===== config.mk =====
export PLATFORM = sky130hd
export DESIGN_NAME = vmt_add_stage
export DESIGN_NICKNAME = d
export VERILOG_FILES = /design/src/vmt_pkg.sv /design/src/vmt_add_stage.sv
export SDC_FILE = /design/constraint.sdc
export NUM_CORES = 1
export LEC_CHECK = 0
export CORE_AREA = 2 2 259 261
export CTS_CLUSTER_SIZE = 16
export DETAILED_ROUTE_END_ITERATION = 12
export DIE_AREA = 0 0 261 263
export DONT_BUFFER_PORTS = 1
export HOLD_SLACK_MARGIN = 0.08
export SLEW_MARGIN = 10
export SYNTH_ARGS = -nofsm -noshare
export SYNTH_HDL_FRONTEND = slang
export SYNTH_SLANG_ARGS = --single-unit

===== constraint.sdc =====
create_clock -name aclk -period 15.32 [get_ports aclk]
set_input_delay 4.596 -clock aclk [delete_from_list [all_inputs] [get_ports aclk]]
set_output_delay 4.596 -clock aclk [all_outputs]
set_load 0.01 [all_outputs]

===== src/vmt_pkg.sv =====
// ----------------------------------------------------------------------------
// vmt_pkg
// Shared types and constants for the vec4 matrix transform pipeline.
// ----------------------------------------------------------------------------
`timescale 1ns / 1ps
`default_nettype none

package vmt_pkg;

    localparam int CW_DEFAULT      = 16;
    localparam int FB_DEFAULT      = 8;
    localparam int NUM_ROWS        = 4;
    localparam int NUM_COLS        = 4;
    localparam int ROW_WIDTH       = 64;
    localparam int CFG_INDEX_WIDTH = 8;

    localparam logic [ROW_WIDTH-1:0] ROW0_RESET = 64'h0000_0000_0000_0100;
    localparam logic [ROW_WIDTH-1:0] ROW1_RESET = 64'h0000_0000_0100_0000;
    localparam logic [ROW_WIDTH-1:0] ROW2_RESET = 64'h0000_0100_0000_0000;
    localparam logic [ROW_WIDTH-1:0] ROW3_RESET = 64'h0100_0000_0000_0000;

    // register map of the configuration port
    typedef enum logic [CFG_INDEX_WIDTH-1:0] {
        REG_MATRIX_ROW0 = 8'd0,
        REG_MATRIX_ROW1 = 8'd1,
        REG_MATRIX_ROW2 = 8'd2,
        REG_MATRIX_ROW3 = 8'd3
    } vmt_reg_t;

    // per-stage control travelling with each word
    typedef struct packed {
        logic valid;
        logic last;
    } vmt_ctl_t;

endpackage

`default_nettype wire


===== src/vmt_add_stage.sv =====
// ----------------------------------------------------------------------------
// vmt_add_stage
// Stage 2: full-width column sums of the products.
// ----------------------------------------------------------------------------
`timescale 1ns / 1ps
`default_nettype none

module vmt_add_stage
    import vmt_pkg::*;
#(
    parameter int COMPONENT_WIDTH = CW_DEFAULT
) (
    input  wire logic                                aclk,
    input  wire logic                                aresetn,
    input  wire vmt_ctl_t                            in_ctl,
    output logic                                     in_ready,
    input  wire logic signed [2*COMPONENT_WIDTH-1:0] prod [NUM_ROWS][NUM_COLS],
    output vmt_ctl_t                                 out_ctl,
    input  wire logic                                out_ready,
    output logic signed [2*COMPONENT_WIDTH+1:0]      sum [NUM_COLS]
);

    // four products need two guard bits
    localparam int SUM_W = 2 * COMPONENT_WIDTH + 2;

    vmt_ctl_t                 ctl_reg;
    logic signed [SUM_W-1:0]  sum_reg  [NUM_COLS];
    logic signed [SUM_W-1:0]  sum_next [NUM_COLS];

    assign in_ready = !ctl_reg.valid || out_ready;

    always_comb begin
        for (int j = 0; j < NUM_COLS; j++) begin
            sum_next[j] = (SUM_W'(prod[0][j]) + SUM_W'(prod[1][j]))
                        + (SUM_W'(prod[2][j]) + SUM_W'(prod[3][j]));
        end
    end

    always_ff @(posedge aclk) begin
        if (!aresetn) begin
            ctl_reg <= '0;
        end else if (in_ready) begin
            ctl_reg <= in_ctl;
        end
    end

    always_ff @(posedge aclk) begin
        if (in_ready && in_ctl.valid) begin
            sum_reg <= sum_next;
        end
    end

    assign out_ctl = ctl_reg;
    assign sum     = sum_reg;

endmodule

`default_nettype wire


==> reports/results.txt <==
The register with the most flip-flops in the layout has 136 of them. Traced cell by cell, the critical path runs through nor2b_1 > inv_1. The die covers 0.0686 mm2. The count of pins over their slew limit was 0.

The initial standard-cell utilization of the core was 0.280. The run gives 0 as the final-report hold violation count. Summed over all nets, the half-perimeter wirelength after detailed placement is 44300 um.

The number of setup buffers added after CTS is 0. The tools report the total of warnings raised by yosys as 0. The biggest area consumer among synthesized cells is sky130_fd_sc_hd__fa_1. The run gives 656 as the number of top-level design ports. Along the worst path, the maximum fanout reaches 3. The worst register-to-register path ends at sum[115]$_DFFE_PP_. The number of buffer and inverter instances along the worst setup path was 1. For flop-to-flop paths, the worst setup slack is 12280 ps. For the first-iteration detailed-routing DRC count, the log shows 734. The clock tree synthesis step divided the H-tree into 4 levels. The total power of the final layout was 2.91 mW. The run gives 94 as the number of rows created at floorplan. Dividing the synthesized area by the synthesized cell count gives 9.28 um2.

STA classifies the critical path endpoint as an output port. TritonCTS built the clock tree. The CTS clock-pin slew for the worst setup and hold paths was 70 ps. Critical hold path startpoint: out_ctl[0]$_SDFFE_PN0N_.

Setup slack on the critical path of the routed design comes to 5820 ps. The number of buffers added on ports was 0; the final routed DRC violation total was 0. The average wire per standard cell is 17.7 um, and the critical path data required time is 10720 ps. Setup violations remaining at the end of the flow were counted as 0. For the via count of the first global-routing pass, the log shows 13200. For the worst-case headroom to the max-slew limit, the log shows 0.342. The logs give 138 for the count of clock tree sinks and 0 for the remaining global-route overflow. The tools report the total wire length after detailed routing as 50500 um. The worst hold path terminates at out_ctl[0]$_SDFFE_PN0N_. The number of antenna violations at the first check in global routing is 1. Hold is met by 531 ps. Summed over all cells, the static leakage comes to 10.2 nW. The tools report the final antenna-violating net count as 0. The tools report the distinct cell type count of the synthesized netlist as 71. The maximum count of clock buffers along a single path came out at 2.

For this run, the detailed router's first-pass iteration total came to 4. In this run the worst hold path is classified as reg2reg. For the pin with the worst max-slew slack, the measured transition is 987 ps. The endpoint arrival time on the critical path was 4910 ps; the combined area of all synthesized cells was 0.0184 mm2. The critical path is of the in2out type. Synthesis handed over a netlist of 1980 instances. The most used flip-flop cell after synthesis is sky130_fd_sc_hd__edfxtp_1.

The worst path needs 9500 ps of the cycle, external delays included. The worst hold path was traced through 2 stages. Power per cell area: 145 mW/mm2.

STA classifies the critical path startpoint as an input port. Layout overhead on the synthesized area: 9.00%. Ratio of cells with drive above 1 in the final layout: 0.0270. The synthesized net count is 2889. The cell sitting at the root of the clock tree is a sky130_fd_sc_hd__clkbuf_16. Measured along the x axis, the die boundary spans 261 um.

Setup repair after global routing left no endpoint under its margin. The final cycle utilization of the critical path works out to 0.620. The clock latency on the worst-skew pair was 480 ps; the hold buffer count at cts was 0. After synthesis, the cell types taking the most area are sky130_fd_sc_hd__fa_1 28%, sky130_fd_sc_hd__edfxtp_1 22%, sky130_fd_sc_hd__inv_1 14%.

Dividing the detail-routed via count by the number of cells gives 4.51. For the total routing resource utilization after global routing, the log shows 0.147. Post-CTS repair changed the size of 0 cells. The flow ran to the end, and the final reports show no timing, DRC or antenna violations.

After the flow finishes, the layout carries non-filler instances totaling 2861. The run gives 0.0000565 V as the worst supply voltage drop on vdd. For the pre-CTS setup slack, the log shows 5820 ps.

The post-synthesis register bit count was 138. For the proportion of synthesized chip area in sequential cells, the log shows 0.224. The fraction of synthesized cell area taken by the top area cell type works out to 0.283. The antenna diode count is 0, and the maximum number of pins on one net before global-route repair is 68. In the final timing run, aggregate negative setup slack is 0 ps. Once placement completed, the tool counted placed cells totaling 2830. The maximum clock frequency is 105 MHz. The congestion estimate from routability-driven global placement came to 0.904. The cell type of the slowest stage on the worst timing path is sky130_fd_sc_hd__nor2b_1. The run gives 12900 as the total via count after detailed routing. From bottom edge to top edge, the die measures 263 um. The tool flagged a number of max-cap violations equal to 0. The total area inside the core boundary comes to 0.0656 mm2.

The worst register-to-register path has a depth of 5. The clock buffer count from CTS was 17; the delay of the slowest critical-path stage was 170 ps. The cell family with the largest share of critical-path delay is simple AND/OR/NAND/NOR gates. The first global-routing pass estimated 75400 um of wire. The share of flip-flops with an asynchronous set or reset is 0.

Counting flops with a built-in enable in the synthesized netlist gives 136. The final clock skew came out at 8.87 ps. The net count of the finished layout is 2894. The beginning of the worst register-to-register path is out_ctl[1]$_SDFFE_PN0N_.
cell families after synthesis:
logic type	count (synthesis)	synth area share
mux	1	0.000545
fa+ha+maj	392	0.373
flops	138	0.224
compound gates	364	0.131
xor+xnor	118	0.0562
simple gates	253	0.0684
buf+inv	714	0.147
cell usage after synthesis, types with 5 or more instances:
cell and instances:
sky130_fd_sc_hd__nor2_1 72, sky130_fd_sc_hd__or2_2 5, sky130_fd_sc_hd__edfxtp_1 136, sky130_fd_sc_hd__a21o_1 63
sky130_fd_sc_hd__fa_1 260, sky130_fd_sc_hd__nor2b_1 13, sky130_fd_sc_hd__o21ai_0 63, sky130_fd_sc_hd__nand3b_1 5
sky130_fd_sc_hd__a211oi_1 20, sky130_fd_sc_hd__o211ai_1 8, sky130_fd_sc_hd__ha_1 132, sky130_fd_sc_hd__xnor2_1 76
sky130_fd_sc_hd__nand2_1 60, sky130_fd_sc_hd__xor2_1 42, sky130_fd_sc_hd__and3_1 9, sky130_fd_sc_hd__and2_1 5
sky130_fd_sc_hd__inv_1 698, sky130_fd_sc_hd__a21oi_1 100, sky130_fd_sc_hd__o22ai_1 6, sky130_fd_sc_hd__nor3_1 14
sky130_fd_sc_hd__nand4_1 14, sky130_fd_sc_hd__clkbuf_1 11, sky130_fd_sc_hd__a31oi_1 15, sky130_fd_sc_hd__o21bai_1 16
sky130_fd_sc_hd__o21a_1 18, sky130_fd_sc_hd__nand2b_1 11, sky130_fd_sc_hd__nand3_1 21, sky130_fd_sc_hd__or3_1 7
worst max-delay path by stage:
stage	startpoint	to	slack (ps)	cells past startpoint
4_1_cts	out_ready	in_ready	5820	2
5_1_grt	out_ready	in_ready	5760	2
6_report	out_ready	in_ready	5820	2
2_1_floorplan	out_ready	in_ready	5870	2
3_3_place_gp	out_ready	in_ready	5830	2
3_5_place_dp	out_ready	in_ready	5820	2
metrics by stage:
stage                util  cell area, um2
finish              0.305           20000
global route        0.305           20000
CTS                 0.305           20000
detailed placement  0.296           19400
global placement    0.296           19400
floorplan               -           18400
power breakdown:
part,internal (mW),leakage [nW],total (mW),switching (mW)
clock network,0.286,0.309,0.477,0.192
logic,0.659,8.53,1.56,0.901
registers,0.678,1.33,0.870,0.192
total,1.62,10.2,2.91,1.28
cells in the final DEF (no fill, tap or decap), types with 9 or more instances in the layout:
master / netlist / layout
sky130_fd_sc_hd__inv_1: 698 / 698
sky130_fd_sc_hd__fa_1: 260 / 260
sky130_fd_sc_hd__edfxtp_1: 136 / 136
sky130_fd_sc_hd__ha_1: 132 / 132
sky130_fd_sc_hd__a21oi_1: 100 / 100
sky130_fd_sc_hd__xnor2_1: 76 / 76
sky130_fd_sc_hd__nor2_1: 72 / 72
sky130_fd_sc_hd__a21o_1: 63 / 63
sky130_fd_sc_hd__o21ai_0: 63 / 63
sky130_fd_sc_hd__nand2_1: 60 / 60
sky130_fd_sc_hd__xor2_1: 42 / 42
sky130_fd_sc_hd__nand3_1: 21 / 21
sky130_fd_sc_hd__a211oi_1: 20 / 20
sky130_fd_sc_hd__o21a_1: 18 / 18
sky130_fd_sc_hd__clkbuf_16: 0 / 17
sky130_fd_sc_hd__o21bai_1: 16 / 16
sky130_fd_sc_hd__a31oi_1: 15 / 15
sky130_fd_sc_hd__nor3_1: 14 / 14
sky130_fd_sc_hd__nand4_1: 14 / 14
sky130_fd_sc_hd__nor2b_1: 13 / 13
sky130_fd_sc_hd__nand2b_1: 11 / 11
sky130_fd_sc_hd__and3_1: 9 / 9
metal layers:
layer  vias up  GRT usage  wire [um]
met3        57     0.0384       2980
met1      6278      0.188      22000
li1       6158          -          -
met5         -          0         13
met4         2     0.0471       1220
met2       402      0.240      24300
cell type report:
type                    count  area [um2]
clock buffers              17         425
multi-input cells        1128       11600
fillers                  6882       45600
flip-flops and latches    138        4120
well taps                 864        1080
repair buffers              2        15.0
clock inverters            14         203
inverters                 698        2620
Power figures use the tool's default switching activity.
