$ cat src/vmt_pkg.sv
// ----------------------------------------------------------------------------
// vmt_pkg
// Shared types and constants for the vec4 matrix transform pipeline.
// ----------------------------------------------------------------------------
`timescale 1ns / 1ps
`default_nettype none

package vmt_pkg;

    localparam int CW_DEFAULT      = 16;
    localparam int FB_DEFAULT      = 8;
    localparam int NUM_ROWS        = 4;
    localparam int NUM_COLS        = 4;
    localparam int ROW_WIDTH       = 64;
    localparam int CFG_INDEX_WIDTH = 8;

    localparam logic [ROW_WIDTH-1:0] ROW0_RESET = 64'h0000_0000_0000_0100;
    localparam logic [ROW_WIDTH-1:0] ROW1_RESET = 64'h0000_0000_0100_0000;
    localparam logic [ROW_WIDTH-1:0] ROW2_RESET = 64'h0000_0100_0000_0000;
    localparam logic [ROW_WIDTH-1:0] ROW3_RESET = 64'h0100_0000_0000_0000;

    // register map of the configuration port
    typedef enum logic [CFG_INDEX_WIDTH-1:0] {
        REG_MATRIX_ROW0 = 8'd0,
        REG_MATRIX_ROW1 = 8'd1,
        REG_MATRIX_ROW2 = 8'd2,
        REG_MATRIX_ROW3 = 8'd3
    } vmt_reg_t;

    // per-stage control travelling with each word
    typedef struct packed {
        logic valid;
        logic last;
    } vmt_ctl_t;

endpackage

`default_nettype wire

$ cat src/vmt_cfg_regs.sv
// ----------------------------------------------------------------------------
// vmt_cfg_regs
// Matrix row registers and entry extraction.
// ----------------------------------------------------------------------------
`timescale 1ns / 1ps
`default_nettype none

module vmt_cfg_regs
    import vmt_pkg::*;
#(
    parameter int COMPONENT_WIDTH = CW_DEFAULT
) (
    input  wire logic                              aclk,
    input  wire logic                              aresetn,
    input  wire logic                              cfg_valid,
    input  wire logic [CFG_INDEX_WIDTH-1:0]        cfg_index,
    input  wire logic [ROW_WIDTH-1:0]              cfg_data,
    output logic signed [COMPONENT_WIDTH-1:0]      entry [NUM_ROWS][NUM_COLS]
);

    logic [ROW_WIDTH-1:0] row_reg  [NUM_ROWS];
    logic [ROW_WIDTH-1:0] row_next [NUM_ROWS];

    always_comb begin
        for (int r = 0; r < NUM_ROWS; r++) begin
            row_next[r] = row_reg[r];
        end
        if (cfg_valid) begin
            unique case (cfg_index)
                REG_MATRIX_ROW0: row_next[0] = cfg_data;
                REG_MATRIX_ROW1: row_next[1] = cfg_data;
                REG_MATRIX_ROW2: row_next[2] = cfg_data;
                REG_MATRIX_ROW3: row_next[3] = cfg_data;
                default: ;  // unmapped index: write dropped
            endcase
        end
    end

    always_ff @(posedge aclk) begin
        if (!aresetn) begin
            row_reg[0] <= ROW0_RESET;
            row_reg[1] <= ROW1_RESET;
            row_reg[2] <= ROW2_RESET;
            row_reg[3] <= ROW3_RESET;
        end else begin
            for (int r = 0; r < NUM_ROWS; r++) begin
                row_reg[r] <= row_next[r];
            end
        end
    end

    // column j sits at bit COMPONENT_WIDTH*j; bits past the top of a row read as zero
    for (genvar r = 0; r < NUM_ROWS; r++) begin : g_row
        for (genvar j = 0; j < NUM_COLS; j++) begin : g_col
            for (genvar b = 0; b < COMPONENT_WIDTH; b++) begin : g_bit
                localparam int IDX = COMPONENT_WIDTH * j + b;
                if (IDX < ROW_WIDTH) begin : g_in
                    assign entry[r][j][b] = row_reg[r][IDX];
                end else begin : g_out
                    assign entry[r][j][b] = 1'b0;
                end
            end
        end
    end

endmodule

`default_nettype wire

$ cat config.mk
export PLATFORM = sky130hd
export DESIGN_NAME = vmt_cfg_regs
export DESIGN_NICKNAME = d
export VERILOG_FILES = /design/src/vmt_pkg.sv /design/src/vmt_cfg_regs.sv
export SDC_FILE = /design/constraint.sdc
export NUM_CORES = 1
export LEC_CHECK = 0
export BUFFER_PORTS_ARGS = -buffer_cell sky130_fd_sc_hd__buf_2
export CAP_MARGIN = 40
export CORE_MARGIN = 2
export CORE_UTILIZATION = 40
export DETAILED_ROUTE_END_ITERATION = 8
export GPL_TIMING_DRIVEN = 0
export PLACE_DENSITY = 0.73
export SLEW_MARGIN = 20
export SYNTH_ARGS = -nofsm -noshare
export SYNTH_HDL_FRONTEND = slang
export SYNTH_SLANG_ARGS = --single-unit
$ cat constraint.sdc
create_clock -name aclk -period 1.6 [get_ports aclk]
set_input_delay 0.16 -clock aclk [delete_from_list [all_inputs] [get_ports aclk]]
set_output_delay 0.16 -clock aclk [all_outputs]
set_load 0.01 [all_outputs]
==> impl_metrics.tcl, run 1 <==
set metrics [dict create \
    reg2reg_to "row_reg[0][60]" \
    vias_per_cell 4.76 \
    total_leakage_power_nw 6.54 \
    drt-initial-drc-count 327 \
    antenna_left 0 \
    num_vias 7871 \
    fin_skew_ns 0 \
    drt-pass1-iter-count 5 \
    synthAdderAreaFrac_pct 0 \
    rrSetupSlack_ns 0.92 \
    clock_latency_ns 0.52 \
    ctsHoldBuffers 53 \
    finalCritPeriodShare_pct 90.6 \
    reg2regPathDepth 2 \
    r2r-start "row_reg[0][60]" \
    grt_util_all_layers_pct 21.7 \
    place.gp.congestion 0.826 \
    worstPathArrival_ns 1.88 \
    start_kind "input port" \
    yosys.area_share.simple_pct 13.6 \
    maxSlewHeadroom_pct 49.3 \
    postCtsSetupBuffers 0 \
    syn_avg_cell_area_um2 10.6 \
    seq_area_frac_synth_pct 53.6 \
    largest_reg_flops 256 \
    dp.final_hpwl_um 20000 \
    wire_per_inst_um 17.4 \
    synth_compound_area_share_pct 0 \
    synth_cell_types 16 \
    die_x_um 159 \
    synthXorXnorAreaFrac_pct 0 \
    finalMaxSlewViolations 0 \
    core_area_um2 23500 \
    crit_path_max_fanout 10 \
    cts_made_buffers 26 \
    cts_resized 0 \
    dp.cells 1554 \
    ir_worst_vdd_uv 750 \
    die_h_um 159 \
    final_cell_mix "332 x buf_2, 316 x nand2_1, 256 x mux2i_1, 256 x dfxtp_1, 53 x dlygate4sd3_1" \
    final_layout_size_suffix_gt1_share_pct 30.0 \
    critPathCaptureType "register" \
    drc_errors 0 \
    port_buffers 329 \
    fin_crit_ns 1.45 \
    power_density_nw_per_um2 1010 \
    final_common_cell "buf_2" \
    critPathRequiredTime_ns 2.04 \
    finalSetupViolCount 0 \
    maxCapViolations 0 \
    min_path_type "input port to register" \
    synth_top_family_by_area "multiplexers" \
    status "complete, no violations" \
    grt_pass1_wl_um 42500 \
    endpoint "row_reg[0][60]" \
    rsz0062_at_grt "false" \
    tritoncts "built" \
    routed_wl_um 28800 \
    stdcell_count 1655 \
    cts_root_buf "clkbuf_16" \
    synth_warnings 0 \
    fin_nets 1391 \
    grt-ovfl-total 0 \
    htree_levels 1 \
    path_class "input port to register" \
    grt_antenna_before_repair 2 \
    syn_to_final_growth_pct 36.1 \
    synthMuxAreaShare_pct 26.8 \
    nFillCells 2066 \
    cts.sinks 256 \
    syn_inst 906 \
    hold_viol_final 0 \
    syn_nets 981 \
    dieArea_um2 25200 \
    fin_util_pct 55.4 \
    fmax_ghz 0.690 \
    std_cell_rows 56 \
    syn_area_um2 9560 \
    cts_max_path_buffers 3 \
    grt_pass1_vias 7780 \
    crit_path_start "aresetn" \
    start_util_pct 40.7 \
    worstMarginPinSlew_ns 0.761 \
    ios 331 \
    grt_max_degree 14 \
    cts.clk_slew.worst_paths_ns 0.06 \
    ys_seq_elements 256 \
]
cells in the mapped netlist, drive strengths merged:
master    n  area share [%]
and4b     1            0.10
and4bb    1            0.13
buf      33             4.7
clkbuf   31             1.2
dfxtp   256              54
mux2i   256              27
nand2   316              12
nand4     1           0.065
nand4b    1           0.092
nor2b     8            0.52
nor3      1           0.052
nor4b     1            0.25
how the worst min path moves through the flow:
| stage | from | endpoint | slack, ns | cells after the start |
|---|---|---|---|---|
| 2_1_floorplan | cfg_data[40] | row_reg[2][40] | 0.32 | 2 |
| 4_1_cts | cfg_data[37] | row_reg[3][37] | 0.001 | 3 |
| 6_report | cfg_data[37] | row_reg[3][37] | 0.009 | 3 |
| 5_1_grt | cfg_data[27] | row_reg[2][27] | 0.006 | 3 |
| 3_5_place_dp | row_reg[0][58] | row_reg[0][58] | 0.44 | 2 |
| 3_3_place_gp | cfg_data[56] | row_reg[3][56] | 0.43 | 3 |
metrics by stage:
step	setup WS (ns)	power, mW	hold slack, ns	setup TNS (ns)	cell area, um^2
6_report	0.151	13.1	0.00933	0	13000
5_1_grt	0.0158	13.5	0.00634	0	13000
4_1_cts	0.100	13.2	0.00138	0	13000
3_5_place_dp	-0.437	6.99	0.443	-61.42	11600
3_3_place_gp	-0.405	6.99	0.431	-56.11	11600
2_1_floorplan	0.345	6.76	0.320	0	9560
area by class of cell:
cell class	count	area [um^2]	area share (%)
buffer	64	569	4.38
sequential	256	5120	39.4
antenna	1	2.50	0.0192
clock inverter	6	83.8	0.644
tap	319	399	3.07
clock buffer	41	788	6.06
timing repair buffer	382	2180	16.7
multi-input combinational	586	3860	29.7
worst max-delay path: stages:
cell and delay [ns]:
buf_2 0.28, clkbuf_1 0.62, clkbuf_1 0.48, nand2_1 0.15
mux2i_1 0.18
logic make-up (layout without fill, tap and decap cells):
logic type / Yosys count / count (layout)
DFF: 256 / 256
buffers and inverters: 64 / 493
muxes: 256 / 256
and+or+nand+nor: 330 / 330
other: 0 / 1
per-layer routing:
| layer | up-vias | global-route usage (%) | part of all wire, % |
|---|---|---|---|
| met2 | 287 | 38.0 | 48 |
| met4 | 2 | 7.12 | 2.7 |
| li1 | 3812 | - | - |
| met1 | 3712 | 25.5 | 41 |
| met5 | - | 0 | 0.045 |
| met3 | 58 | 6.21 | 7.8 |
power breakdown:
part	switching, mW	total (mW)	internal, mW	leakage [nW]
logic	0.347	0.568	0.221	4.04
clock network	2.46	6.15	3.69	0.429
registers	0.00409	6.38	6.38	2.06
total	2.81	13.1	10.3	6.54
(Power assumes the default switching activity.)
==> run 2, diff against run 1 <==
--- a/config.mk
+++ b/config.mk
@@ -6,5 +6,5 @@
 export NUM_CORES = 1
 export LEC_CHECK = 0
-export BUFFER_PORTS_ARGS = -buffer_cell sky130_fd_sc_hd__buf_2
+export BUFFER_PORTS_ARGS = -buffer_cell sky130_fd_sc_hd__clkbuf_2
 export CAP_MARGIN = 40
 export CORE_MARGIN = 2
==> constraint.sdc (replaced) <==
create_clock -name aclk -period 1.6 [get_ports aclk]
set_input_delay 0.24 -clock aclk [delete_from_list [all_inputs] [get_ports aclk]]
set_output_delay 0.24 -clock aclk [all_outputs]
set_load 0.01 [all_outputs]
==> run 2 against run 1 <==
Clock power is 2% lower. Flip-flop and latch count stayed put. Fmax is 4.1% higher. Critical path depth stayed put. Register-to-register slack hardly changed. Design area is 3.9% lower. Count of clock-buffer cells in the layout is 3 lower. Non-clock buffer count is 50 lower. Sequential share of layout area is 1.6 points higher. Clock skew stayed put. Via count is 1.3% lower.
==> impl_metrics.tcl, run 2 (synthesis results as in run 1) <==
set metrics [dict create \
    status "complete, no violations" \
    hold_viol_final 0 \
    antenna_left 0 \
    grt_max_degree 14 \
    holdWs_ns 0.0237 \
    fin_skew_ns 0 \
    grt_pass1_wl_um 42200 \
    grt_antenna_before_repair 1 \
    core_area_um2 23500 \
    port_buffers 329 \
    clock_latency_ns 0.51 \
    tns_ns 0 \
    min_path_type "input port to register" \
    routed_wl_um 28100 \
    place.gp.congestion 0.819 \
    cts_root_buf "clkbuf_16" \
    dp.final_hpwl_um 20100 \
    maxCapViolations 0 \
    fin_util_pct 53.3 \
    final_common_cell "clkbuf_2" \
    cts.sinks 256 \
    fin_area_um2 12500 \
    worstPathArrival_ns 1.83 \
    drt-pass1-iter-count 4 \
    antenna_cells 0 \
    worstMarginPinSlew_ns 0.761 \
    grt_util_all_layers_pct 21.5 \
    finalCritPeriodShare_pct 87.0 \
    largest_reg_flops 256 \
    dpl_cell_area_um2 11600 \
    maxSlewHeadroom_pct 49.3 \
    wire_per_inst_um 17.5 \
    std_cell_rows 56 \
    start_util_pct 40.7 \
    place_ws_ns -0.507 \
    htree_levels 1 \
    num_vias 7768 \
    cts_made_buffers 27 \
    dieArea_um2 25200 \
    cts.clk_slew.worst_paths_ns 0.06 \
    power_density_nw_per_um2 1030 \
    critPathRequiredTime_ns 2.03 \
    die_h_um 159 \
    finalSetupViolCount 0 \
    critPathCaptureType "register" \
    drc_errors 0 \
    final_layout_size_suffix_gt1_share_pct 31.9 \
    final_cell_mix "332 x clkbuf_2, 316 x nand2_1, 256 x mux2i_1, 256 x dfxtp_1, 31 x clkbuf_1" \
    grt-ovfl-total 0 \
    crit_path_max_fanout 10 \
    setup_slack_ns 0.208 \
    rsz0062_at_grt "false" \
    finalMaxSlewViolations 0 \
    path_class "input port to register" \
    tritoncts "built" \
    syn_to_final_growth_pct 30.8 \
    fmax_ghz 0.719 \
    drt-initial-drc-count 334 \
    fin_crit_ns 1.39 \
    die_x_um 159 \
    fin_nets 1342 \
    start_kind "input port" \
    cts_max_path_buffers 3 \
    total_leakage_power_nw 6.12 \
    ios 331 \
    vias_per_cell 4.84 \
    ir_worst_vdd_uv 740 \
    grt_pass1_vias 7676 \
]
## run 2: changes by cell type in the layout (fill, tap and decap cells not counted), sizes merged
cell         delta
buf           -330
bufinv          -2
clkbuf        +327
clkinv          +3
clkinvlp        +3
diode           -1
dlygate4sd3    -50
## run 2: metal layers
metal	GRT usage (%)	vias up	part of all wire, %
li1	-	3720	-
met1	26.3	3719	41
met2	37.3	268	49
met3	5.33	59	7.1
met4	6.69	2	2.7
met5	0	-	0.043
## run 2: where the power goes
| part | total [mW] | switching [mW] | internal [mW] | leakage, nW |
|---|---|---|---|---|
| logic | 0.473 | 0.330 | 0.143 | 3.63 |
| registers | 6.39 | 0.00435 | 6.38 | 2.06 |
| clock network | 6.01 | 2.52 | 3.50 | 0.428 |
## run 2: timing repair
action                                 CTS  global route
resized for setup                        0             5
setup endpoints to repair                0            12
endpoints found under the hold margin    3             0
hold buffers                             3             0
setup buffers                            0             0
## run 2: worst max-delay path: stages
cell,delay (ns)
buf_2,0.27
buf_2,0.35
clkbuf_1,0.62
nand2_1,0.14
mux2i_1,0.19
## run 2: through the flow
step / power, mW / cells
finish: 12.9 / 1605
global route: 13.3 / 1605
CTS: 13.0 / 1605
detailed placement: 7.00 / 1554
global placement: 6.99 / 1554
floorplan: 6.76 / 906
## run 2: worst paths after layout
kind	start	to	slack (ns)	depth (start not counted)
setup reg to reg	row_reg[2][4]	row_reg[2][4]	0.92	2
hold reg to reg	row_reg[0][12]	row_reg[0][12]	0.45	2
hold / removal	cfg_data[8]	row_reg[0][8]	0.02	3
setup / recovery	aresetn	row_reg[2][4]	0.21	5
## run 2: final cells by class
cell class	count	area [um^2]
Buffer	64	573
Timing Repair Buffer	332	1680
Fill cell	2124	11000
Multi-Input combinational cell	586	3860
Clock buffer	38	807
Clock inverter	10	57.6
Sequential cell	256	5120
Tap cell	319	399
