`src/vmt_pkg.sv`:
```
// ----------------------------------------------------------------------------
// vmt_pkg
// Shared types and constants for the vec4 matrix transform pipeline.
// ----------------------------------------------------------------------------
`timescale 1ns / 1ps
`default_nettype none

package vmt_pkg;

    localparam int CW_DEFAULT      = 16;
    localparam int FB_DEFAULT      = 8;
    localparam int NUM_ROWS        = 4;
    localparam int NUM_COLS        = 4;
    localparam int ROW_WIDTH       = 64;
    localparam int CFG_INDEX_WIDTH = 8;

    localparam logic [ROW_WIDTH-1:0] ROW0_RESET = 64'h0000_0000_0000_0100;
    localparam logic [ROW_WIDTH-1:0] ROW1_RESET = 64'h0000_0000_0100_0000;
    localparam logic [ROW_WIDTH-1:0] ROW2_RESET = 64'h0000_0100_0000_0000;
    localparam logic [ROW_WIDTH-1:0] ROW3_RESET = 64'h0100_0000_0000_0000;

    // register map of the configuration port
    typedef enum logic [CFG_INDEX_WIDTH-1:0] {
        REG_MATRIX_ROW0 = 8'd0,
        REG_MATRIX_ROW1 = 8'd1,
        REG_MATRIX_ROW2 = 8'd2,
        REG_MATRIX_ROW3 = 8'd3
    } vmt_reg_t;

    // per-stage control travelling with each word
    typedef struct packed {
        logic valid;
        logic last;
    } vmt_ctl_t;

endpackage

`default_nettype wire

```
`src/vmt_sat_stage.sv`:
```
// ----------------------------------------------------------------------------
// vmt_sat_stage
// Stage 3: round half up, shift back to the component format, saturate.
// ----------------------------------------------------------------------------
`timescale 1ns / 1ps
`default_nettype none

module vmt_sat_stage
    import vmt_pkg::*;
#(
    parameter int COMPONENT_WIDTH = CW_DEFAULT,
    parameter int FRACTION_BITS   = FB_DEFAULT
) (
    input  wire logic                                aclk,
    input  wire logic                                aresetn,
    input  wire vmt_ctl_t                            in_ctl,
    output logic                                     in_ready,
    input  wire logic signed [2*COMPONENT_WIDTH+1:0] sum [NUM_COLS],
    output vmt_ctl_t                                 out_ctl,
    input  wire logic                                out_ready,
    output logic signed [COMPONENT_WIDTH-1:0]        comp [NUM_COLS],
    output logic                                     sat
);

    localparam int SUM_W = 2 * COMPONENT_WIDTH + 2;
    localparam int RND_W = SUM_W + 1;

    // half an LSB of the result; zero when there is no fraction
    localparam logic signed [RND_W-1:0] HALF = (RND_W'(1) << FRACTION_BITS) >> 1;
    localparam logic signed [RND_W-1:0] MAXV =
        {{(RND_W-COMPONENT_WIDTH+1){1'b0}}, {(COMPONENT_WIDTH-1){1'b1}}};
    localparam logic signed [RND_W-1:0] MINV =
        {{(RND_W-COMPONENT_WIDTH+1){1'b1}}, {(COMPONENT_WIDTH-1){1'b0}}};

    vmt_ctl_t                            ctl_reg;
    logic signed [COMPONENT_WIDTH-1:0]   comp_reg  [NUM_COLS];
    logic signed [COMPONENT_WIDTH-1:0]   comp_next [NUM_COLS];
    logic                                sat_reg;
    logic                                sat_next;
    logic signed [RND_W-1:0]             rnd [NUM_COLS];
    logic signed [RND_W-1:0]             q   [NUM_COLS];

    assign in_ready = !ctl_reg.valid || out_ready;

    always_comb begin
        sat_next = 1'b0;
        for (int j = 0; j < NUM_COLS; j++) begin
            rnd[j] = RND_W'(sum[j]) + HALF;
            q[j]   = rnd[j] >>> FRACTION_BITS;
            if (q[j] > MAXV) begin
                comp_next[j] = MAXV[COMPONENT_WIDTH-1:0];
                sat_next     = 1'b1;
            end else if (q[j] < MINV) begin
                comp_next[j] = MINV[COMPONENT_WIDTH-1:0];
                sat_next     = 1'b1;
            end else begin
                comp_next[j] = q[j][COMPONENT_WIDTH-1:0];
            end
        end
    end

    always_ff @(posedge aclk) begin
        if (!aresetn) begin
            ctl_reg <= '0;
        end else if (in_ready) begin
            ctl_reg <= in_ctl;
        end
    end

    always_ff @(posedge aclk) begin
        if (in_ready && in_ctl.valid) begin
            comp_reg <= comp_next;
            sat_reg  <= sat_next;
        end
    end

    assign out_ctl = ctl_reg;
    assign comp    = comp_reg;
    assign sat     = sat_reg;

endmodule

`default_nettype wire

```
`config.mk`:
```
export PLATFORM = sky130hd
export DESIGN_NAME = vmt_sat_stage
export DESIGN_NICKNAME = d
export VERILOG_FILES = /design/src/vmt_pkg.sv /design/src/vmt_sat_stage.sv
export SDC_FILE = /design/constraint.sdc
export NUM_CORES = 1
export LEC_CHECK = 0
export BUFFER_PORTS_ARGS = -buffer_cell sky130_fd_sc_hd__buf_2
export CAP_MARGIN = 20
export CORE_ASPECT_RATIO = 0.75
export CORE_MARGIN = 2
export CORE_UTILIZATION = 45
export CTS_CLUSTER_SIZE = 14
export DETAILED_ROUTE_END_ITERATION = 12
export PLACE_DENSITY = 0.77
export SYNTH_ARGS = -nofsm -noshare
export SYNTH_HDL_FRONTEND = slang
export SYNTH_SLANG_ARGS = --single-unit
```
`constraint.sdc`:
```
create_clock -name aclk -period 4.5 [get_ports aclk]
set_input_delay 1.35 -clock aclk [delete_from_list [all_inputs] [get_ports aclk]]
set_output_delay 1.35 -clock aclk [all_outputs]
set_load 0.05 [all_outputs]
```
==> flow_summary.ini, run 1 <==
[sta]
finalCritPeriodShare_pct = 82.2
period_minus_slack_ns = 3.70
rsz0062_at_grt = false
finalMaxSlewViolations = 0
final_hold_viol_count = 0
setup_viol = 0
max_slew_margin_pct = 47.8
fin_tns_setup_ns = 0
worst_pin_slew_ns = 0.783
clock_skew_ns = 0.00799
max_freq_mhz = 270

[clock_network]
root_buffer = clkbuf_16
cts_setup_buffers = 0
cts_sinks = 67
cts.repair.resized = 0
cts_hold_buf = 0
cts_made_buffers = 9
cts_tree = built
clk_pin_slew_ns = 0.06
h-tree-depth = 3
clkLatencyLatePin_ns = 0.32
cts_max_path_buffers = 2

[finish]
syn2layout_area_growth_pct = 29.8
final_nets = 860
n_antenna_cell = 0
postLayoutCellArea_um2 = 6200
fill_cells = 922
largest_register_ffs = 64
layout-drive-gt1-share_pct = 29.7

[pwr]
intPower_mw = 1.37
vdd.ir_drop.worst_mv = 0.182
p_sw_mw = 0.558
pwr-share-seq_pct = 38.6
power.density_nw_per_um2 = 311
swShare_pct = 28.9
pwr-share-comb_pct = 21.5
clkPwrFrac_pct = 39.9
leakage_nw = 2.33

[floorplan]
row_count = 32
die_h_um = 93.2
start_util_pct = 46.3
die_area_um2 = 11500
design.core.area_um2 = 10300
io_pins = 209
die_w_um = 123

[synth]
syn_nets = 673
yosysUniqueCellTypes = 59
ys.flop_type = edfxtp_1
synthArstFlopShare_pct = 0
yosysWarnings = 0
synthesis.instances = 528
netlist_area_um2 = 4780
yosysSeqAreaShare_pct = 41.7
synth_edf_count = 65
synth.avg_cell_area_um2 = 9.05
ys_ff_latch = 67

[detailed_routing]
dr_wl_met3_um = 1050
route.met2.wl_um = 5630
highest_layer = met4
routedWlPerCell_um = 14.7
dr_total_vias = 4849
drt-met1-wl_um = 5720
dr.first_iter.drc_count = 306
ant_nets = 0
drt_pre_antenna_iters = 5
vias_per_cell = 5.66
drc = 0
wirelength_um = 12600

[grt]
gr-total-overflow = 0
track_usage_pct = 21.7
grt_pass1_wl_um = 20100
antenna_found_initial = 0
grt_start_max_net_pins = 35
grt_pass1_vias = 4336

[placement]
portBuffers = 180
place_area_um2 = 5870
gp_congestion = 0.948
dp_hpwl_um = 9710

[flow_run]
max_cap_violations = 0

[critical_path]
path_class = input port to flop
required_ns = 4.54
critPathCaptureType = flop
crit_fanout = 16
crit_arrival_ns = 3.74
worstSetupStartpointType = input port

[run_status]
status = complete, no violations

[worst_hold_path]
hold_class = flop to flop
cell families (layout without fill, tap and decap cells):
kind of cell / Yosys count / after routing / share of synthesized area, %
AOI/OAI and AO/OA: 121 / 121 / 15.0
xor gates and xnor gates: 62 / 62 / 11.4
adders and majority gates: 4 / 4 / 1.05
buffers and inverters: 30 / 222 / 2.54
DFF: 67 / 67 / 41.7
muxes: 7 / 7 / 1.52
and+or+nand+nor: 237 / 237 / 26.8
placed cells by master (no fill, tap or decap), drive strengths merged, types with 4 or more instances in the layout:
cell type / synthesis / routed
ha: 4 / 4
nor2: 43 / 43
edfxtp: 65 / 65
a21boi: 4 / 4
and3: 14 / 14
o21ai: 64 / 64
and4: 6 / 6
nor4: 13 / 13
nor3: 16 / 16
buf: 5 / 189
a21oi: 18 / 18
clkbuf: 8 / 12
nand4: 27 / 27
nand3: 44 / 44
xor2: 36 / 36
or4: 7 / 7
xnor2: 26 / 26
nand2: 40 / 40
inv: 17 / 17
nor3b: 5 / 5
mux2i: 5 / 5
o31ai: 4 / 4
a31oi: 5 / 5
metal layers:
metal  vias to the layer above  global-route usage [%]
met5                         -                       0
met4                         0                    5.97
met3                        16                    4.09
met2                       226                    34.9
met1                      2223                    30.1
li1                       2384                       -
power groups by stage:
stage	sequential, mW	combinational, mW	clock [mW]
finish	0.744	0.415	0.771
global route	0.747	0.448	0.819
CTS	0.744	0.414	0.785
detailed placement	0.757	0.413	0
global placement	0.755	0.406	0
floorplan	0.891	0.122	0
path summary, 6_finish.rpt:
path,from,end,slack [ns],cells after the start
worst min register to register,out_ctl[0]$_SDFFE_PN0N_,out_ctl[0]$_SDFFE_PN0N_,0.47,2
worst max-delay path,sum[9],sat$_SDFFCE_PP1P_,0.80,9
worst min-delay path,out_ctl[0]$_SDFFE_PN0N_,out_ctl[0]$_SDFFE_PN0N_,0.47,2
worst max register to register,out_ctl[1]$_SDFFE_PN0N_,comp[40]$_SDFFCE_PN1P_,2.66,4
per-stage QoR:
| stage | instances | setup slack [ns] | utilization [%] | total power [mW] | hold slack [ns] |
|---|---|---|---|---|---|
| final | 856 | 0.800 | 60.0 | 1.93 | 0.473 |
| after global placement | 840 | 0.500 | 56.9 | 1.16 | 0.448 |
| after global routing | 856 | 0.619 | 60.0 | 2.01 | 0.515 |
| after detailed placement | 840 | 0.470 | 56.9 | 1.17 | 0.474 |
| after floorplan | 528 | 0.714 | - | 1.01 | 0.672 |
| after CTS | 856 | 0.813 | 60.0 | 1.94 | 0.482 |
critical path: stages:
cell	delay (ns)
buf_2	0.13
nand4_1	0.15
or2_1	0.35
or4_1	0.62
mux2_2	0.30
o21ai_0	0.14
a41o_2	0.39
and3_1	0.21
nand4b_1	0.09
synthesized netlist by cell type (all sizes together), types with 2 or more instances:
cell type	number	area, um^2
edfxtp	65	1950
o21ai	64	320
nand3	44	220
nor2	43	161
nand2	40	150
xor2	36	315
nand4	27	181
xnor2	26	228
a21oi	18	90.1
inv	17	63.8
nor3	16	80.1
and3	14	87.6
nor4	13	87.6
clkbuf	8	30.0
or4	7	52.6
and4	6	52.6
a31oi	5	31.3
buf	5	27.5
mux2i	5	50.1
nor3b	5	37.5
a21boi	4	30.0
ha	4	50.1
o31ai	4	30.0
and2	3	18.8
nand2b	3	18.8
nand3b	3	22.5
nor2b	3	18.8
nor4b	3	32.5
o21a	3	22.5
o22ai	3	18.8
o31a	3	26.3
a31o	2	17.5
a41o	2	21.3
dfxtp	2	40.0
mux2	2	22.5
o211ai	2	15.0
o32a	2	20.0
or3	2	12.5
layout make-up:
class	count	area, um^2	share of cell area [%]
Clock inverter	4	72.6	1.17
Inverter	17	63.8	1.03
Clock buffer	12	256	4.14
Timing Repair Buffer	189	981	15.8
Tap cell	136	170	2.74
Multi-Input combinational cell	431	2670	43.0
Sequential cell	67	1990	32.1
(Power assumes the default switching activity.)
==> run 2, diff against run 1 <==
- ABC_AREA: not set -> 1
- clock period: 4.5 -> 3.15 ns (I/O delays scaled with it)
==> flow_summary.ini, run 2 <==
[detailed_routing]
dr.first_iter.drc_count = 451
drc = 0
routedWlPerCell_um = 12.6
wirelength_um = 16400
drt_pre_antenna_iters = 5
ant_nets = 0
vias_per_cell = 5.00
dr_total_vias = 6504

[placement]
place_area_um2 = 7190
gp_congestion = 0.965
place_inst = 1287
portBuffers = 180
pre_cts_slack_ns = 0.0652
dp_hpwl_um = 13800

[sta]
finalCritPeriodShare_pct = 88.5
worst_pin_slew_ns = 0.624
finalMaxSlewViolations = 0
hold_slack_ns = 0.494
clock_skew_ns = 0.00429
max_freq_mhz = 359
fin_ws_ns = 0.364
max_slew_margin_pct = 58.4
fin_tns_setup_ns = 0
rsz0062_at_grt = false
final_hold_viol_count = 0
period_minus_slack_ns = 2.79
setup_viol = 0

[floorplan]
die_h_um = 105
design.core.area_um2 = 13100
die_w_um = 138
row_count = 36
die_area_um2 = 14400
start_util_pct = 46.4
io_pins = 209

[pwr]
power.density_nw_per_um2 = 361
intPower_mw = 1.85
pwr-share-seq_pct = 39.4
vdd.ir_drop.worst_mv = 0.323
clkPwrFrac_pct = 34.8
leakage_nw = 3.30
pwr-share-comb_pct = 25.8
p_sw_mw = 0.847
swShare_pct = 31.4

[synth]
netlist_area_um2 = 6060
synthesis.instances = 935
synthArstFlopShare_pct = 0
synth.avg_cell_area_um2 = 6.48
synth_adder_area_share_pct = 0.825
yosysUniqueCellTypes = 32
synth_edf_count = 65
syn_nets = 1080
synthMuxAreaShare_pct = 0
synth_compound_area_share_pct = 5.98
ys_ff_latch = 67
synthXorXnorAreaFrac_pct = 7.66
synth_area_leaders = edfxtp_1, nand2_1, nor2_1, nand3_1, inv_1
synth_common_cells = nand2_1, nor2_1, inv_1
yosysSeqAreaShare_pct = 32.9
synth.most_common_cell = nand2_1
yosysWarnings = 0
yosysTopAreaCell = edfxtp_1
synth_top_area_share_pct = 32.2
synth_top_family_by_area = simple AND/OR/NAND/NOR gates
yosys.area_share.simple_pct = 46.3
ys.flop_type = edfxtp_1

[clock_network]
root_buffer = clkbuf_16
cts_setup_buffers = 0
cts_tree = built
cts_hold_buf = 0
clkLatencyLatePin_ns = 0.32
h-tree-depth = 3
clk_pin_slew_ns = 0.05
cts.repair.resized = 0
cts_sinks = 67
cts_max_path_buffers = 2
cts_made_buffers = 9

[worst_hold_path]
hold_class = flop to flop

[critical_path]
crit_fanout = 13
required_ns = 3.30
ff2ff_setup_slack_ns = 1.35
path_class = input port to flop
crit_end = comp[37]$_SDFFCE_PN1P_
worstSetupStartpointType = input port
ff2ff_path_depth = 4
r2r-start = out_ctl[1]$_SDFFE_PN0N_
regToRegEndpoint = comp[32]$_SDFFCE_PN1P_
crit_arrival_ns = 2.94
cp-startpoint = sum[75]
critPathCaptureType = flop

[finish]
largest_register_ffs = 64
fin_cells = 1302
layout-drive-gt1-share_pct = 22.3
n_antenna_cell = 0
final_nets = 1272
final_cell_mix = nand2_1, buf_2, nor2_1, inv_1, nand3_1
fill_cells = 1299
syn2layout_area_growth_pct = 23.1
mostFrequentLayoutCell = nand2_1
postLayoutCellArea_um2 = 7460

[grt]
grt_pass1_vias = 5690
grt_pass1_wl_um = 27200
grt_start_max_net_pins = 51
antenna_found_initial = 0
track_usage_pct = 22.9
gr-total-overflow = 0

[flow_run]
max_cap_violations = 0

[run_status]
status = complete, no violations
-- run 2: changes by cell type after synthesis, moves of 15 or more --
cell      previous run  this run
nand2_1             40       355
nand3b_1             3        19
inv_1               17        76
o21ai_0             61        16
nand3_1             44        67
o21ai_1              3        30
nand4_1             25        10
nor2_1              43       163
-- run 2: worst max-delay path: stages --
cell and delay [ns]:
buf_2 0.09, ha_1 0.17, inv_1 0.07, nor2_2 0.17, nand2_1 0.14, nor2_1 0.32
nand3_1 0.13, nand2_1 0.12, nand2_1 0.06, nor2_1 0.08, nand3_1 0.07, nand2_1 0.21
inv_2 0.16, o21ai_0 0.21
-- run 2: through the flow --
stage / util (%) / power [mW]
CTS: 57.1 / 2.72
finish: 57.1 / 2.70
floorplan: - / 1.54
global placement: 55.0 / 1.76
global route: 57.1 / 2.82
detailed placement: 55.0 / 1.77
-- run 2: logic make-up after synthesis --
family | Yosys count
AND/OR/NAND/NOR | 657
buffers and inverters | 90
flip-flops | 67
AO/OA/AOI/OAI | 64
XOR/XNOR | 53
adder cells (fa/ha/maj) | 4
-- run 2: power by group through the flow --
| stage | clock network [mW] | logic [mW] | registers, mW |
|---|---|---|---|
| CTS | 0.959 | 0.694 | 1.06 |
| finish | 0.938 | 0.695 | 1.06 |
| floorplan | 0 | 0.262 | 1.28 |
| global placement | 0 | 0.686 | 1.08 |
| detailed placement | 0 | 0.692 | 1.08 |
| global route | 0.992 | 0.761 | 1.07 |
-- run 2: how the worst min path moves through the flow --
stage                       startpoint                       to  slack (ns)  depth (start not counted)
6_report       out_ctl[0]$_SDFFE_PN0N_  out_ctl[0]$_SDFFE_PN0N_        0.49                          2
5_1_grt        out_ctl[0]$_SDFFE_PN0N_  out_ctl[0]$_SDFFE_PN0N_        0.52                          2
4_1_cts        out_ctl[0]$_SDFFE_PN0N_  out_ctl[0]$_SDFFE_PN0N_        0.49                          2
3_5_place_dp   out_ctl[0]$_SDFFE_PN0N_  out_ctl[0]$_SDFFE_PN0N_        0.48                          2
3_3_place_gp   out_ctl[0]$_SDFFE_PN0N_  out_ctl[0]$_SDFFE_PN0N_        0.47                          2
2_1_floorplan  out_ctl[0]$_SDFFE_PN0N_  out_ctl[0]$_SDFFE_PN0N_        0.71                          2
-- run 2: layout make-up --
cell class	instances	area [um^2]	share of cell area [%]
inverters	82	308	4.12
clock buffers	11	233	3.12
repair buffers	189	981	13.1
well taps	171	214	2.87
multi-input cells	778	3690	49.5
clock inverters	4	42.5	0.570
flip-flops and latches	67	1990	26.7
-- run 2: routing by layer --
metal / vias to the layer above / global-route usage, % / wire, um / part of all wire [%]
met4: 0 / 4.37 / 136 / 0.83
li1: 3380 / - / - / -
met2: 286 / 34.8 / 6930 / 42
met3: 10 / 4.37 / 1450 / 8.9
met5: - / 0 / 0 / 0
met1: 2828 / 34.0 / 7890 / 48
==> run 3, diff against run 2 <==
- CELL_PAD_IN_SITES_DETAIL_PLACEMENT: not set -> 0
- CELL_PAD_IN_SITES_GLOBAL_PLACEMENT: not set -> 2
- CORE_UTILIZATION: 45 -> 24
- PLACE_DENSITY: 0.77 -> 0.79
==> flow_summary.ini, run 3 (synthesis gave the netlist of run 2 again) <==
[run_status]
status = complete, no violations

[sta]
worst_pin_slew_ns = 0.477
rsz0062_at_grt = false
finalMaxSlewViolations = 0
clock_skew_ns = 0.0142
finalCritPeriodShare_pct = 88.7
fin_tns_setup_ns = 0
period_minus_slack_ns = 2.79
max_slew_margin_pct = 68.1
setup_viol = 0
max_freq_mhz = 358
final_hold_viol_count = 0

[grt]
gr-total-overflow = 0
grt_start_max_net_pins = 51
grt_pass1_vias = 5831
track_usage_pct = 15.5
antenna_found_initial = 1
grt_pass1_wl_um = 31800

[worst_hold_path]
hold_class = flop to flop

[finish]
final_cell_mix = nand2_1, buf_2, nor2_1, inv_1, nand3_1
fill_cells = 2832
post-route-util_pct = 31.5
syn2layout_area_growth_pct = 29.3
layout-drive-gt1-share_pct = 23.6
final_nets = 1287
mostFrequentLayoutCell = nand2_1
largest_register_ffs = 64

[detailed_routing]
vias_per_cell = 4.34
dr_total_vias = 6450
drt-met1-wl_um = 11200
dr.first_iter.drc_count = 330
ant_nets = 0
wirelength_um = 20700
route.met2.wl_um = 8490
drt_pre_antenna_iters = 4
highest_layer = met4
routedWlPerCell_um = 14.0
dr_wl_met3_um = 974
drc = 0

[critical_path]
ff2ff_setup_slack_ns = 1.65
crit_arrival_ns = 2.86
r2r-start = out_ctl[1]$_SDFFE_PN0N_
path_class = input port to flop
required_ns = 3.22
critPathCaptureType = flop
crit_end = comp[37]$_SDFFCE_PN1P_
cp.depth = 14
ff2ff_path_depth = 4
regToRegEndpoint = comp[37]$_SDFFCE_PN1P_
worstSetupStartpointType = input port
crit_chain = buf_2 > ha_1 > inv_1 > nor2_2 > nand2_1 > nor2_2 > nand3_1 > nand2_1 > nand3_1 > nor2_1 > nand3_1 > nand2_1 > buf_4 > o21ai_0
crit_buf_inv = 3
crit_fanout = 12
crit_family = simple AND/OR/NAND/NOR gates
max_stage_delay_ns = 0.24
cp-startpoint = sum[76]
worst_path_max_delay_cell = nor2_2

[pwr]
vdd.ir_drop.worst_mv = 0.168
power.density_nw_per_um2 = 358
power_mw = 2.81
leakage_nw = 3.39

[clock_network]
cts_sinks = 67
h-tree-depth = 3
cts_tree = built
root_buffer = clkbuf_16
clkLatencyLatePin_ns = 0.34
clk_pin_slew_ns = 0.05
cts_made_buffers = 9
cts_max_path_buffers = 2
cts.repair.resized = 0
cts_setup_buffers = 0
cts_hold_buf = 0

[floorplan]
design.core.area_um2 = 24900
die_area_um2 = 26600
start_util_pct = 24.4
row_count = 50
die_w_um = 188
die_h_um = 142
io_pins = 209

[placement]
gp_congestion = 0.838
portBuffers = 180
dp_hpwl_um = 17800

[flow_run]
max_cap_violations = 0
==> run 3: cell count changes in the layout (fill, tap and decap cells not counted) <==
cell / change
clkinvlp_4: +1
clkinv_1: -1
clkbuf_1: -2
clkinv_2: +1
diode_2: +1
clkbuf_8: +2
buf_4: +13
buf_12: +2
==> run 3: worst reg2reg max path: stages, from the launching register on <==
cell     delay, ns
dfxtp_1       0.30
inv_1         0.05
nor2_1        0.08
nor2_4        0.39
buf_12        0.33
==> run 3: routing by layer <==
metal | up-vias | track usage, %
met5 | - | 0
met4 | 0 | 1.99
met3 | 9 | 2.70
met2 | 146 | 23.0
met1 | 2887 | 23.7
li1 | 3408 | -
==> run 3: worst min-delay path by stage <==
stage	from	to	slack, ns	depth (start not counted)
finish	out_ctl[0]$_SDFFE_PN0N_	out_ctl[0]$_SDFFE_PN0N_	0.48	2
global route	out_ctl[0]$_SDFFE_PN0N_	out_ctl[0]$_SDFFE_PN0N_	0.51	2
CTS	out_ctl[0]$_SDFFE_PN0N_	out_ctl[0]$_SDFFE_PN0N_	0.49	2
detailed placement	out_ctl[0]$_SDFFE_PN0N_	out_ctl[0]$_SDFFE_PN0N_	0.48	2
global placement	out_ctl[0]$_SDFFE_PN0N_	out_ctl[0]$_SDFFE_PN0N_	0.46	2
floorplan	out_ctl[0]$_SDFFE_PN0N_	out_ctl[0]$_SDFFE_PN0N_	0.71	2
==> run 3: area by class of cell <==
type / instances / area, um^2 / area share [%]
Antenna cell: 1 / 2.50 / 0.0319
Clock buffer: 11 / 253 / 3.22
Clock inverter: 5 / 51.3 / 0.654
Inverter: 82 / 308 / 3.92
Multi-Input combinational cell: 778 / 3690 / 47.1
Sequential cell: 67 / 1990 / 25.4
Tap cell: 338 / 423 / 5.39
Timing Repair Buffer: 204 / 1120 / 14.3
==> run 3: metrics by stage <==
| step | worst slack [ns] | instance area (um^2) | hold slack [ns] | cells |
|---|---|---|---|---|
| final | 0.357 | 7840 | 0.478 | 1486 |
| after global routing | 0.130 | 7840 | 0.512 | 1485 |
| after CTS | 0.344 | 7840 | 0.488 | 1485 |
| after detailed placement | -0.0196 | 7540 | 0.476 | 1469 |
| after global placement | 0.0142 | 7540 | 0.464 | 1469 |
| after floorplan | 0.0322 | 6070 | 0.706 | 935 |
==> run 3: report_power, final <==
| part | switching (mW) | internal (mW) | total [mW] |
|---|---|---|---|
| logic | 0.519 | 0.207 | 0.725 |
| registers | 0.0143 | 1.05 | 1.06 |
| clock network | 0.368 | 0.650 | 1.02 |
